[config.mk]
export PLATFORM = sky130hd
export DESIGN_NAME = dns_query_packet_classifier
export DESIGN_NICKNAME = d
export VERILOG_FILES = /design/src/hdl/dqc_pkg.sv /design/src/hdl/dqc_ram.sv /design/src/hdl/dqc_parser.sv /design/src/hdl/dns_query_packet_classifier.sv
export SDC_FILE = /design/constraint.sdc
export NUM_CORES = 2
export LEC_CHECK = 0
export ABC_AREA = 1
export BUFFER_PORTS_ARGS = -buffer_cell sky130_fd_sc_hd__buf_2
export CELL_PAD_IN_SITES_DETAIL_PLACEMENT = 0
export CELL_PAD_IN_SITES_GLOBAL_PLACEMENT = 1
export CORE_MARGIN = 1
export CORE_UTILIZATION = 44
export DETAILED_ROUTE_END_ITERATION = 8
export GPL_TIMING_DRIVEN = 0
export PLACE_DENSITY = 0.78
export SLEW_MARGIN = 5
export SYNTH_ARGS = -nofsm -noshare
export SYNTH_HDL_FRONTEND = slang
export SYNTH_SLANG_ARGS = --single-unit
[constraint.sdc]
create_clock -name clk -period 8.42 [get_ports clk]
set_input_delay 0.842 -clock clk [delete_from_list [all_inputs] [get_ports clk]]
set_output_delay 0.842 -clock clk [all_outputs]
set_load 0.01 [all_outputs]
[src/hdl/dqc_pkg.sv]
// Shared types, constants and the verdict function of the DNS query classifier.
// No dependencies; the parser, the top level and the checker refer to it by scoped names.
`default_nettype none

package dqc_pkg;

  // Input transaction codes
  localparam logic ACT_BYTE = 1'b0;
  localparam logic ACT_READ = 1'b1;

  // Result kinds
  localparam logic KIND_VERDICT = 1'b0;
  localparam logic KIND_COUNTER = 1'b1;

  // Configuration register indexes
  localparam logic REG_QUERY_PORT = 1'b0;
  localparam logic REG_QUEUE_MASK = 1'b1;

  // Verdict codes
  localparam logic [2:0] VERDICT_NOT_IPV4   = 3'd0;
  localparam logic [2:0] VERDICT_NOT_UDP    = 3'd1;
  localparam logic [2:0] VERDICT_WRONG_PORT = 3'd2;
  localparam logic [2:0] VERDICT_MALFORMED  = 3'd3;
  localparam logic [2:0] VERDICT_NOT_QUERY  = 3'd4;
  localparam logic [2:0] VERDICT_QUERY      = 3'd5;

  // Statistics counter store
  localparam int         CNT_DEPTH = 8;
  localparam int         CNT_AW    = 3;
  localparam int         CNT_W     = 64;
  localparam logic [2:0] CNT_TOTAL = 3'd0;
  localparam logic [2:0] CNT_NONE  = 3'd7;

  // Frame layout (byte offsets, 7-bit position space)
  localparam logic [6:0] BYTE_MAX     = 7'd127;
  localparam logic [6:0] POS_ETYPE_HI = 7'd12;
  localparam logic [6:0] POS_ETYPE_LO = 7'd13;
  localparam logic [6:0] POS_VER_IHL  = 7'd14;
  localparam logic [6:0] POS_FRAG_HI  = 7'd20;
  localparam logic [6:0] POS_FRAG_LO  = 7'd21;
  localparam logic [6:0] POS_PROTO    = 7'd23;
  localparam logic [6:0] ETH_LEN      = 7'd14;
  localparam logic [6:0] UDP_LEN      = 7'd8;
  localparam logic [6:0] ETH_IP_LEN   = 7'd34;
  localparam logic [6:0] UDP_END      = 7'd22;
  localparam logic [6:0] DNS_END      = 7'd34;
  localparam logic [6:0] QNAME_END    = 7'd35;

  localparam logic [15:0] ETHERTYPE_IPV4 = 16'h0800;
  localparam logic [3:0]  IP_VERSION_4   = 4'd4;
  localparam logic [3:0]  IHL_MIN        = 4'd5;
  localparam logic [7:0]  PROTO_UDP      = 8'd17;
  localparam logic [15:0] FRAG_MASK      = 16'h2000 | 16'h1FFF;
  localparam logic [15:0] QUERY_PORT_RST = 16'd53;
  localparam logic [15:0] ONE_QUESTION   = 16'd1;

  typedef struct packed {
    logic       action;
    logic [7:0] data_byte;
    logic       last_byte;
    logic [5:0] queue_index;
    logic [2:0] counter_select;
  } in_item_t;

  typedef struct packed {
    logic        result_kind;
    logic [2:0]  verdict;
    logic        redirect;
    logic [5:0]  target_queue;
    logic [63:0] counter_value;
  } out_item_t;

  // Header fields of one frame as seen after its last byte
  typedef struct packed {
    logic [6:0]  len;
    logic [15:0] ether_type;
    logic [7:0]  version_and_ihl;
    logic [7:0]  ip_protocol;
    logic [15:0] fragment_field;
    logic [15:0] destination_port;
    logic [7:0]  query_flags_high;
    logic [15:0] question_count;
  } frame_t;

  // First failing check decides. An IP header longer than 60 bytes cannot
  // be encoded in four IHL bits, so that check is left out.
  function automatic logic [2:0] classify(frame_t f, logic [15:0] query_port);
    logic [6:0] h;
    logic [2:0] v;
    h = {1'b0, f.version_and_ihl[3:0], 2'b00};
    if (f.len < ETH_LEN) v = VERDICT_MALFORMED;
    else if (f.ether_type != ETHERTYPE_IPV4) v = VERDICT_NOT_IPV4;
    else if (f.len < ETH_IP_LEN) v = VERDICT_MALFORMED;
    else if (f.version_and_ihl[7:4] != IP_VERSION_4 || f.version_and_ihl[3:0] < IHL_MIN)
      v = VERDICT_MALFORMED;
    else if (f.ip_protocol != PROTO_UDP) v = VERDICT_NOT_UDP;
    else if ((f.fragment_field & FRAG_MASK) != 16'd0) v = VERDICT_MALFORMED;
    else if (f.len < UDP_END + h) v = VERDICT_MALFORMED;
    else if (f.destination_port != query_port) v = VERDICT_WRONG_PORT;
    else if (f.len < DNS_END + h) v = VERDICT_MALFORMED;
    else if (f.query_flags_high[7]) v = VERDICT_NOT_QUERY;
    else if (f.question_count != ONE_QUESTION) v = VERDICT_NOT_QUERY;
    else if (f.len < QNAME_END + h) v = VERDICT_MALFORMED;
    else v = VERDICT_QUERY;
    return v;
  endfunction

endpackage

`default_nettype wire

[src/hdl/dqc_ram.sv]
// Generic single-port-write, single-port-read RAM with registered read data.
// No dependencies.
`default_nettype none

module dqc_ram #(
  parameter int WIDTH = 64,
  parameter int DEPTH = 8,
  parameter int AW    = (DEPTH > 1) ? $clog2(DEPTH) : 1
) (
  input  wire logic             clk,
  input  wire logic             we,
  input  wire logic [AW-1:0]    waddr,
  input  wire logic [WIDTH-1:0] wdata,
  input  wire logic             re,
  input  wire logic [AW-1:0]    raddr,
  output logic      [WIDTH-1:0] rdata
);

  logic [WIDTH-1:0] mem [DEPTH];

  always_ff @(posedge clk) begin
    if (we) begin
      mem[waddr] <= wdata;
    end
    if (re) begin
      rdata <= mem[raddr];
    end
  end

endmodule

`default_nettype wire

[src/hdl/dqc_parser.sv]
// Byte-serial header capture for the DNS query classifier.
// Depends on dqc_pkg for the frame layout and the frame_t struct.
`default_nettype none

module dqc_parser (
  input  wire logic          clk,
  input  wire logic          rst,
  input  wire logic          take,
  input  wire logic          last_byte,
  input  wire logic [7:0]    data_byte,
  output dqc_pkg::frame_t    frame
);

  dqc_pkg::frame_t cur;
  logic [6:0]      pos;
  logic [6:0]      udp;
  logic [6:0]      dns;

  // Offsets follow the IHL held before this byte
  always_comb begin
    pos = cur.len;
    udp = dqc_pkg::ETH_LEN + {1'b0, cur.version_and_ihl[3:0], 2'b00};
    dns = udp + dqc_pkg::UDP_LEN;
    frame = cur;
    frame.len = (cur.len < dqc_pkg::BYTE_MAX) ? cur.len + 7'd1 : dqc_pkg::BYTE_MAX;
    if (pos == dqc_pkg::POS_ETYPE_HI) frame.ether_type[15:8] = data_byte;
    if (pos == dqc_pkg::POS_ETYPE_LO) frame.ether_type[7:0] = data_byte;
    if (pos == dqc_pkg::POS_VER_IHL)  frame.version_and_ihl = data_byte;
    if (pos == dqc_pkg::POS_FRAG_HI)  frame.fragment_field[15:8] = data_byte;
    if (pos == dqc_pkg::POS_FRAG_LO)  frame.fragment_field[7:0] = data_byte;
    if (pos == dqc_pkg::POS_PROTO)    frame.ip_protocol = data_byte;
    if (pos == udp + 7'd2) frame.destination_port[15:8] = data_byte;
    if (pos == udp + 7'd3) frame.destination_port[7:0] = data_byte;
    if (pos == dns + 7'd2) frame.query_flags_high = data_byte;
    if (pos == dns + 7'd4) frame.question_count[15:8] = data_byte;
    if (pos == dns + 7'd5) frame.question_count[7:0] = data_byte;
  end

  // Advance on each frame byte; drop everything after the last one
  always_ff @(posedge clk) begin
    if (rst) begin
      cur <= '0;
    end else if (take) begin
      cur <= last_byte ? '0 : frame;
    end
  end

endmodule

`default_nettype wire

[src/hdl/dns_query_packet_classifier.sv]
// Top level of the DNS query classifier: header capture, verdict and counters.
// Depends on dqc_pkg, dqc_parser and dqc_ram.
`default_nettype none

// Usage
//   Input channel (in_valid / in_stall / in_data): one transaction per frame
//   byte, or a statistics read. A byte transaction with last_byte set closes
//   the frame and produces one verdict result; a read produces one counter
//   result; other byte transactions produce nothing.
//   Output channel (out_valid / out_stall / out_data): results in input order.
//   Configuration (cfg_write / cfg_index / cfg_data): query port and the
//   bound-queue mask, written while the block is idle.
// Timing
//   One transaction per clock cycle while the output is not stalled. A result
//   reaches the output register through the stage 1 and stage 2 registers:
//   stage 1 classifies and issues the counter read, stage 2 updates the
//   counter. Each frame performs one read-modify-write of its verdict counter
//   in the counter RAM (one write port, one read port); the total sits in a
//   register. Back-to-back updates of the same counter forward the value
//   just written.
// Reset
//   Clears the frame in progress, the pipeline and the counters (per-entry
//   valid bits make unwritten counters read as zero); no clearing pass.
// Stall
//   While the output holds a result and out_stall is high, the whole pipeline
//   holds and in_stall is raised in the same cycle.

module dns_query_packet_classifier #(
  parameter int NUM_QUEUES = 64
) (
  input  wire logic               clk,
  input  wire logic               rst,
  input  wire logic               in_valid,
  output logic                    in_stall,
  input  wire dqc_pkg::in_item_t  in_data,
  output logic                    out_valid,
  input  wire logic               out_stall,
  output dqc_pkg::out_item_t      out_data,
  input  wire logic               cfg_write,
  input  wire logic               cfg_index,
  input  wire logic [63:0]        cfg_data
);

  // Configuration registers
  logic [15:0] query_port;
  logic [63:0] queue_bound_mask;

  always_ff @(posedge clk) begin
    if (rst) begin
      query_port       <= dqc_pkg::QUERY_PORT_RST;
      queue_bound_mask <= '0;
    end else if (cfg_write) begin
      unique case (cfg_index)
        dqc_pkg::REG_QUERY_PORT: query_port       <= cfg_data[15:0];
        dqc_pkg::REG_QUEUE_MASK: queue_bound_mask <= cfg_data;
        default: ;
      endcase
    end
  end

  // Global advance: the output register is free or being drained
  logic en;
  assign en       = !out_valid || !out_stall;
  assign in_stall = !en;

  logic accept;
  logic take_byte;
  assign accept    = in_valid && en;
  assign take_byte = accept && (in_data.action == dqc_pkg::ACT_BYTE);

  // Stage 0: header capture
  dqc_pkg::frame_t cap_frame;

  dqc_parser u_parser (
    .clk       (clk),
    .rst       (rst),
    .take      (take_byte),
    .last_byte (in_data.last_byte),
    .data_byte (in_data.data_byte),
    .frame     (cap_frame)
  );

  // Stage 1: classify and issue the counter read
  logic            s1_valid;
  logic            s1_kind;
  dqc_pkg::frame_t s1_frame;
  logic [5:0]      s1_queue;
  logic [2:0]      s1_sel;

  always_ff @(posedge clk) begin
    if (rst) begin
      s1_valid <= 1'b0;
    end else if (en) begin
      s1_valid <= in_valid &&
                  (in_data.action == dqc_pkg::ACT_READ || in_data.last_byte);
    end
  end

  always_ff @(posedge clk) begin
    if (en) begin
      s1_kind  <= (in_data.action == dqc_pkg::ACT_READ) ? dqc_pkg::KIND_COUNTER
                                                        : dqc_pkg::KIND_VERDICT;
      s1_frame <= cap_frame;
      s1_queue <= in_data.queue_index;
      s1_sel   <= in_data.counter_select;
    end
  end

  logic [2:0]               s1_verdict;
  logic                     s1_redirect;
  logic [dqc_pkg::CNT_AW-1:0] s1_addr;

  always_comb begin
    s1_verdict  = dqc_pkg::classify(s1_frame, query_port);
    // A queue outside the configured range counts as unbound
    s1_redirect = (s1_verdict == dqc_pkg::VERDICT_QUERY) &&
                  ({1'b0, s1_queue} < 7'(NUM_QUEUES)) &&
                  queue_bound_mask[s1_queue];
    s1_addr     = (s1_kind == dqc_pkg::KIND_COUNTER) ? s1_sel : s1_verdict + 3'd1;
  end

  // Stage 2: counter update and result assembly
  logic                       s2_valid;
  logic                       s2_kind;
  logic [2:0]                 s2_verdict;
  logic                       s2_redirect;
  logic [5:0]                 s2_queue;
  logic [dqc_pkg::CNT_AW-1:0] s2_addr;

  always_ff @(posedge clk) begin
    if (rst) begin
      s2_valid <= 1'b0;
    end else if (en) begin
      s2_valid <= s1_valid;
    end
  end

  always_ff @(posedge clk) begin
    if (en) begin
      s2_kind     <= s1_kind;
      s2_verdict  <= s1_verdict;
      s2_redirect <= s1_redirect;
      s2_queue    <= s1_queue;
      s2_addr     <= s1_addr;
    end
  end

  logic [dqc_pkg::CNT_W-1:0]     ram_rdata;
  logic [dqc_pkg::CNT_W-1:0]     cnt_cur;
  logic [dqc_pkg::CNT_W-1:0]     cnt_inc;
  logic                          cnt_we;
  logic [dqc_pkg::CNT_DEPTH-1:0] cnt_written;
  logic                          fwd_valid;
  logic [dqc_pkg::CNT_AW-1:0]    fwd_addr;
  logic [dqc_pkg::CNT_W-1:0]     fwd_data;
  logic [dqc_pkg::CNT_W-1:0]     total_count;

  // Read enable follows the advance so a held stage keeps its read data
  dqc_ram #(
    .WIDTH (dqc_pkg::CNT_W),
    .DEPTH (dqc_pkg::CNT_DEPTH)
  ) u_cnt_ram (
    .clk   (clk),
    .we    (cnt_we),
    .waddr (s2_addr),
    .wdata (cnt_inc),
    .re    (en),
    .raddr (s1_addr),
    .rdata (ram_rdata)
  );

  always_comb begin
    // The write made in the cycle of this read is not in the RAM data yet
    if (fwd_valid && fwd_addr == s2_addr) cnt_cur = fwd_data;
    else if (cnt_written[s2_addr])       cnt_cur = ram_rdata;
    else                                 cnt_cur = '0;
    cnt_inc = cnt_cur + 64'd1;
    cnt_we  = en && s2_valid && (s2_kind == dqc_pkg::KIND_VERDICT);
  end

  always_ff @(posedge clk) begin
    if (rst) begin
      cnt_written <= '0;
      fwd_valid   <= 1'b0;
      total_count <= '0;
    end else begin
      if (en) begin
        fwd_valid <= cnt_we;
      end
      if (cnt_we) begin
        cnt_written[s2_addr] <= 1'b1;
        total_count          <= total_count + 64'd1;
      end
    end
  end

  always_ff @(posedge clk) begin
    if (en) begin
      fwd_addr <= s2_addr;
      fwd_data <= cnt_inc;
    end
  end

  // Output register
  dqc_pkg::out_item_t s2_result;

  always_comb begin
    s2_result = '0;
    if (s2_kind == dqc_pkg::KIND_COUNTER) begin
      s2_result.result_kind = dqc_pkg::KIND_COUNTER;
      if (s2_addr == dqc_pkg::CNT_TOTAL)     s2_result.counter_value = total_count;
      else if (s2_addr == dqc_pkg::CNT_NONE) s2_result.counter_value = '0;
      else                                   s2_result.counter_value = cnt_cur;
    end else begin
      s2_result.result_kind  = dqc_pkg::KIND_VERDICT;
      s2_result.verdict      = s2_verdict;
      s2_result.redirect     = s2_redirect;
      s2_result.target_queue = s2_queue;
    end
  end

  always_ff @(posedge clk) begin
    if (rst) begin
      out_valid <= 1'b0;
    end else if (en) begin
      out_valid <= s2_valid;
    end
  end

  always_ff @(posedge clk) begin
    if (en) begin
      out_data <= s2_result;
    end
  end

endmodule

`default_nettype wire

==> insert_results.sql <==
INSERT INTO impl_metrics (metric_group, metric, value, unit) VALUES
('place', 'placed_cell_area', '52400', 'um^2'),
('synth', 'most_frequent_cell_after_synthesis', 'sky130_fd_sc_hd__nand2_1', ''),
('critical_path', 'worst_setup_path_class', 'reg2reg', ''),
('critical_path', 'buf_inv_stages_crit_path', '4', ''),
('global_route', 'gr_met3_demand_resource', '3.81', '%'),
('clock_network', 'cts_hold_repair.buffers', '0', ''),
('critical_path', 'timing.critical_path.required', '8.99', 'ns'),
('synth', 'post_synthesis_compound_gate_area_fraction', '4.63', '%'),
('layout', 'finish.net_count', '5968', ''),
('critical_path', 'critical_path.cell_chain', 'ha_1 > xor2_1 > ha_1 > nand2_1 > nor2_1 > o21ai_0 > nand3_1 > nand2_1 > nor2_1 > nand2_1 > nand2_1 > nand3_1 > a21oi_1 > inv_1 > ha_1 > inv_1 > o21ai_1 > clkbuf_1 > buf_1 > nand3_1 > nand2_1 > nand2_1 > nand2_1', ''),
('critical_path', 'start_kind', 'flip-flop', ''),
('layout', 'stdcell_area', '56200', 'um^2'),
('global_route', 'grt_pass1_vias', '35600', ''),
('timing', 'min_period', '5.27', 'ns'),
('critical_path', 'crit_path_max_fanout', '10', ''),
('critical_path', 'cpMaxStageDelayCell', 'sky130_fd_sc_hd__clkbuf_1', ''),
('clock_network', 'h-tree-depth', '3', ''),
('timing', 'maxSlewViolCount', '0', ''),
('floorplan', 'ios', '166', ''),
('clock_network', 'post_cts.repair.setup_buffers', '0', ''),
('clock_network', 'cts_tree', 'done', ''),
('synth', 'synth_top_cell_by_area', 'sky130_fd_sc_hd__edfxtp_1', ''),
('synth', 'synth.yosys.seq_area_share', '60.3', '%'),
('timing', 'maxClockFrequency', '0.190', 'GHz'),
('layout', 'register_area', '29700', 'um^2'),
('power_and_ir_drop', 'total_leakage_power', '23.3', 'nW'),
('clock_network', 'clkTransAtPathRegs', '0.06', 'ns'),
('synth', 'syn-num-nets', '5673', ''),
('synth', 'synth_area_per_cell', '8.87', 'um^2'),
('synth', 'synth_xor_area_share', '1.46', '%'),
('global_route', 'grt_start_max_net_pins', '99', ''),
('clock_network', 'postCtsResizedCells', '0', ''),
('synth', 'synth-async-reset-ratio', '0', '%'),
('timing', 'setup_violations', '0', ''),
('flow_run', 'maxCapViolations', '0', ''),
('critical_path', 'endpoint_kind', 'flip-flop', ''),
('timing', 'final.setup.tns', '0', 'ns'),
('global_route', 'global_route.usage.met2', '40.7', '%'),
('layout', 'nFillCells', '10400', ''),
('timing', 'slew_headroom', '5.00', '%'),
('synth', 'synth_cell_type_count', '44', ''),
('critical_path', 'critical-path-max-stage-delay', '0.91', 'ns'),
('status', 'status', 'complete, no violations', ''),
('floorplan', 'die_w', '337', 'um'),
('timing', 'grt_setup_unrepaired', 'false', ''),
('floorplan', 'total_number_of_placement_rows', '122', ''),
('clock_network', 'root_buffer', 'sky130_fd_sc_hd__clkbuf_16', ''),
('synth', 'syn_inst', '5560', ''),
('synth', 'synth_fa_ha_area_share', '0.609', '%'),
('route', 'wl', '149000', 'um'),
('place', 'placement.io_buffers', '164', ''),
('global_route', 'antenna_found_initial', '4', ''),
('timing', 'report.final.hold_viol_count', '0', ''),
('critical_path', 'critical_path.most_common_cell', 'sky130_fd_sc_hd__nand2_1', ''),
('global_route', 'grt_util_met1', '38.0', '%'),
('hold_path', 'min_path_type', 'in2reg', ''),
('synth', 'mappedNetlistArea', '49300', 'um^2'),
('clock_network', 'clock_tree.buffer_depth', '3', ''),
('floorplan', 'floorplan.initialDensity', '44.5', '%'),
('floorplan', 'die_y', '337', 'um'),
('global_route', 'grt-ovfl-total', '0', ''),
('route', 'vias_per_cell', '5.16', ''),
('synth', 'synth_top_area_share', '50.4', '%'),
('clock_network', 'clk-insertion-delay-late', '0.72', 'ns'),
('global_route', 'grt_first_pass_wirelength', '221000', 'um'),
('floorplan', 'die_area', '113000', 'um^2'),
('critical_path', 'critPathArrivalTime', '5.84', 'ns'),
('layout', 'footprint_of_the_multi_input_gates', '15400', 'um^2'),
('route', 'routedWlPerCell', '20.1', 'um'),
('global_route', 'global_route.usage.total', '26.1', '%'),
('synth', 'synthMuxAreaShare', '0', '%');
[layout by cell type, fill, tap and decap left out, types with 16 or more instances in the layout]
cell	count
sky130_fd_sc_hd__nor2_1	557
sky130_fd_sc_hd__o21ai_1	18
sky130_fd_sc_hd__ha_1	24
sky130_fd_sc_hd__xnor2_1	31
sky130_fd_sc_hd__nand3_1	638
sky130_fd_sc_hd__clkinv_1	27
sky130_fd_sc_hd__inv_1	806
sky130_fd_sc_hd__nand4_1	60
sky130_fd_sc_hd__dfxtp_1	242
sky130_fd_sc_hd__nand2_1	1448
sky130_fd_sc_hd__bufinv_16	16
sky130_fd_sc_hd__nand2_2	28
sky130_fd_sc_hd__and2_1	33
sky130_fd_sc_hd__clkbuf_16	114
sky130_fd_sc_hd__nor2_2	17
sky130_fd_sc_hd__buf_2	203
sky130_fd_sc_hd__edfxtp_1	828
sky130_fd_sc_hd__o21ai_0	141
sky130_fd_sc_hd__clkbuf_1	195
sky130_fd_sc_hd__nor3_1	48
sky130_fd_sc_hd__clkinv_2	32
sky130_fd_sc_hd__buf_1	23
sky130_fd_sc_hd__xor2_1	51
sky130_fd_sc_hd__a21oi_1	241
[layout make-up]
class,count,area share [%]
antenna,2,0.00891
buffer,255,1.98
clock buffer,134,5.26
clock inverter,77,1.46
inverter,828,5.56
multi-input combinational,3407,27.4
sequential,1070,52.9
tap,1488,3.31
timing repair buffer,180,2.14
[path summary, 6_finish.rpt]
check,startpoint,endpoint,slack (ns),cells past startpoint
hold / removal,in_data[1],s1_sel[1],0.30,1
hold reg to reg,s1_queue[2],s2_queue[2],0.45,0
setup / recovery,s1_frame[64],u_cnt_ram.rdata[50],3.15,23
setup reg to reg,s1_frame[64],u_cnt_ram.rdata[50],3.15,23
[sequential cells by signal (all words and copies together), names as in the netlist, 3 cells and up]
| register | flops |
|---|---|
| cnt_written | 8 |
| fwd_addr | 3 |
| fwd_data | 64 |
| out_data | 75 |
| query_port | 16 |
| queue_bound_mask | 64 |
| s1_frame | 86 |
| s1_queue | 6 |
| s1_sel | 3 |
| s2_addr | 3 |
| s2_queue | 6 |
| s2_verdict | 3 |
| total_count | 64 |
| u_cnt_ram.mem | 512 |
| u_cnt_ram.rdata | 64 |
| u_parser.cur | 79 |
| u_parser.pos | 7 |
[kinds of logic (layout without fill, tap and decap cells)]
family	Yosys count	count (layout)
flops	1070	1070
buf+inv	1083	1474
xor+xnor	82	82
simple gates	2862	2862
other cells	0	2
fa+ha+maj	24	24
compound gates	439	439
[worst register-to-register path, cell delays in order, from the launching register on]
cell and delay (ns):
sky130_fd_sc_hd__edfxtp_1 0.48, sky130_fd_sc_hd__ha_1 0.27, sky130_fd_sc_hd__xor2_1 0.15, sky130_fd_sc_hd__ha_1 0.30, sky130_fd_sc_hd__nand2_1 0.05, sky130_fd_sc_hd__nor2_1 0.08, sky130_fd_sc_hd__o21ai_0 0.08, sky130_fd_sc_hd__nand3_1 0.09
sky130_fd_sc_hd__nand2_1 0.08, sky130_fd_sc_hd__nor2_1 0.19, sky130_fd_sc_hd__nand2_1 0.08, sky130_fd_sc_hd__nand2_1 0.06, sky130_fd_sc_hd__nand3_1 0.06, sky130_fd_sc_hd__a21oi_1 0.23, sky130_fd_sc_hd__inv_1 0.09, sky130_fd_sc_hd__ha_1 0.28
sky130_fd_sc_hd__inv_1 0.03, sky130_fd_sc_hd__o21ai_1 0.47, sky130_fd_sc_hd__clkbuf_1 0.92, sky130_fd_sc_hd__buf_1 0.66, sky130_fd_sc_hd__nand3_1 0.18, sky130_fd_sc_hd__nand2_1 0.14, sky130_fd_sc_hd__nand2_1 0.06, sky130_fd_sc_hd__nand2_1 0.09
[stage by stage]
stage	setup WS, ns	instances	util, %	power (W)	hold slack (ns)
2_1_floorplan	1.57	5560	-	0.00652	0.424
3_3_place_gp	-2.93	7212	46.9	0.00688	0.444
3_5_place_dp	3.19	7228	47.3	0.00689	0.431
4_1_cts	3.13	7439	50.7	0.0120	0.258
5_1_grt	2.94	7439	50.7	0.0123	0.279
6_report	3.15	7441	50.7	0.0119	0.296
[per-layer routing]
metal / share of wire, % / vias to the layer above / routed length, um
li1: - / 18600 / -
met1: 45 / 18100 / 67500
met2: 45 / 1448 / 66900
met3: 7.8 / 200 / 11600
met4: 2.2 / 2 / 3210
met5: 0.013 / - / 20
[where the power goes]
group          switching [W]  internal, W  total (W)
Combinational       0.000670     0.000255   0.000925
Clock                0.00214      0.00299    0.00513
Sequential         0.0000632      0.00580    0.00586
Power figures use the tool's default switching activity.
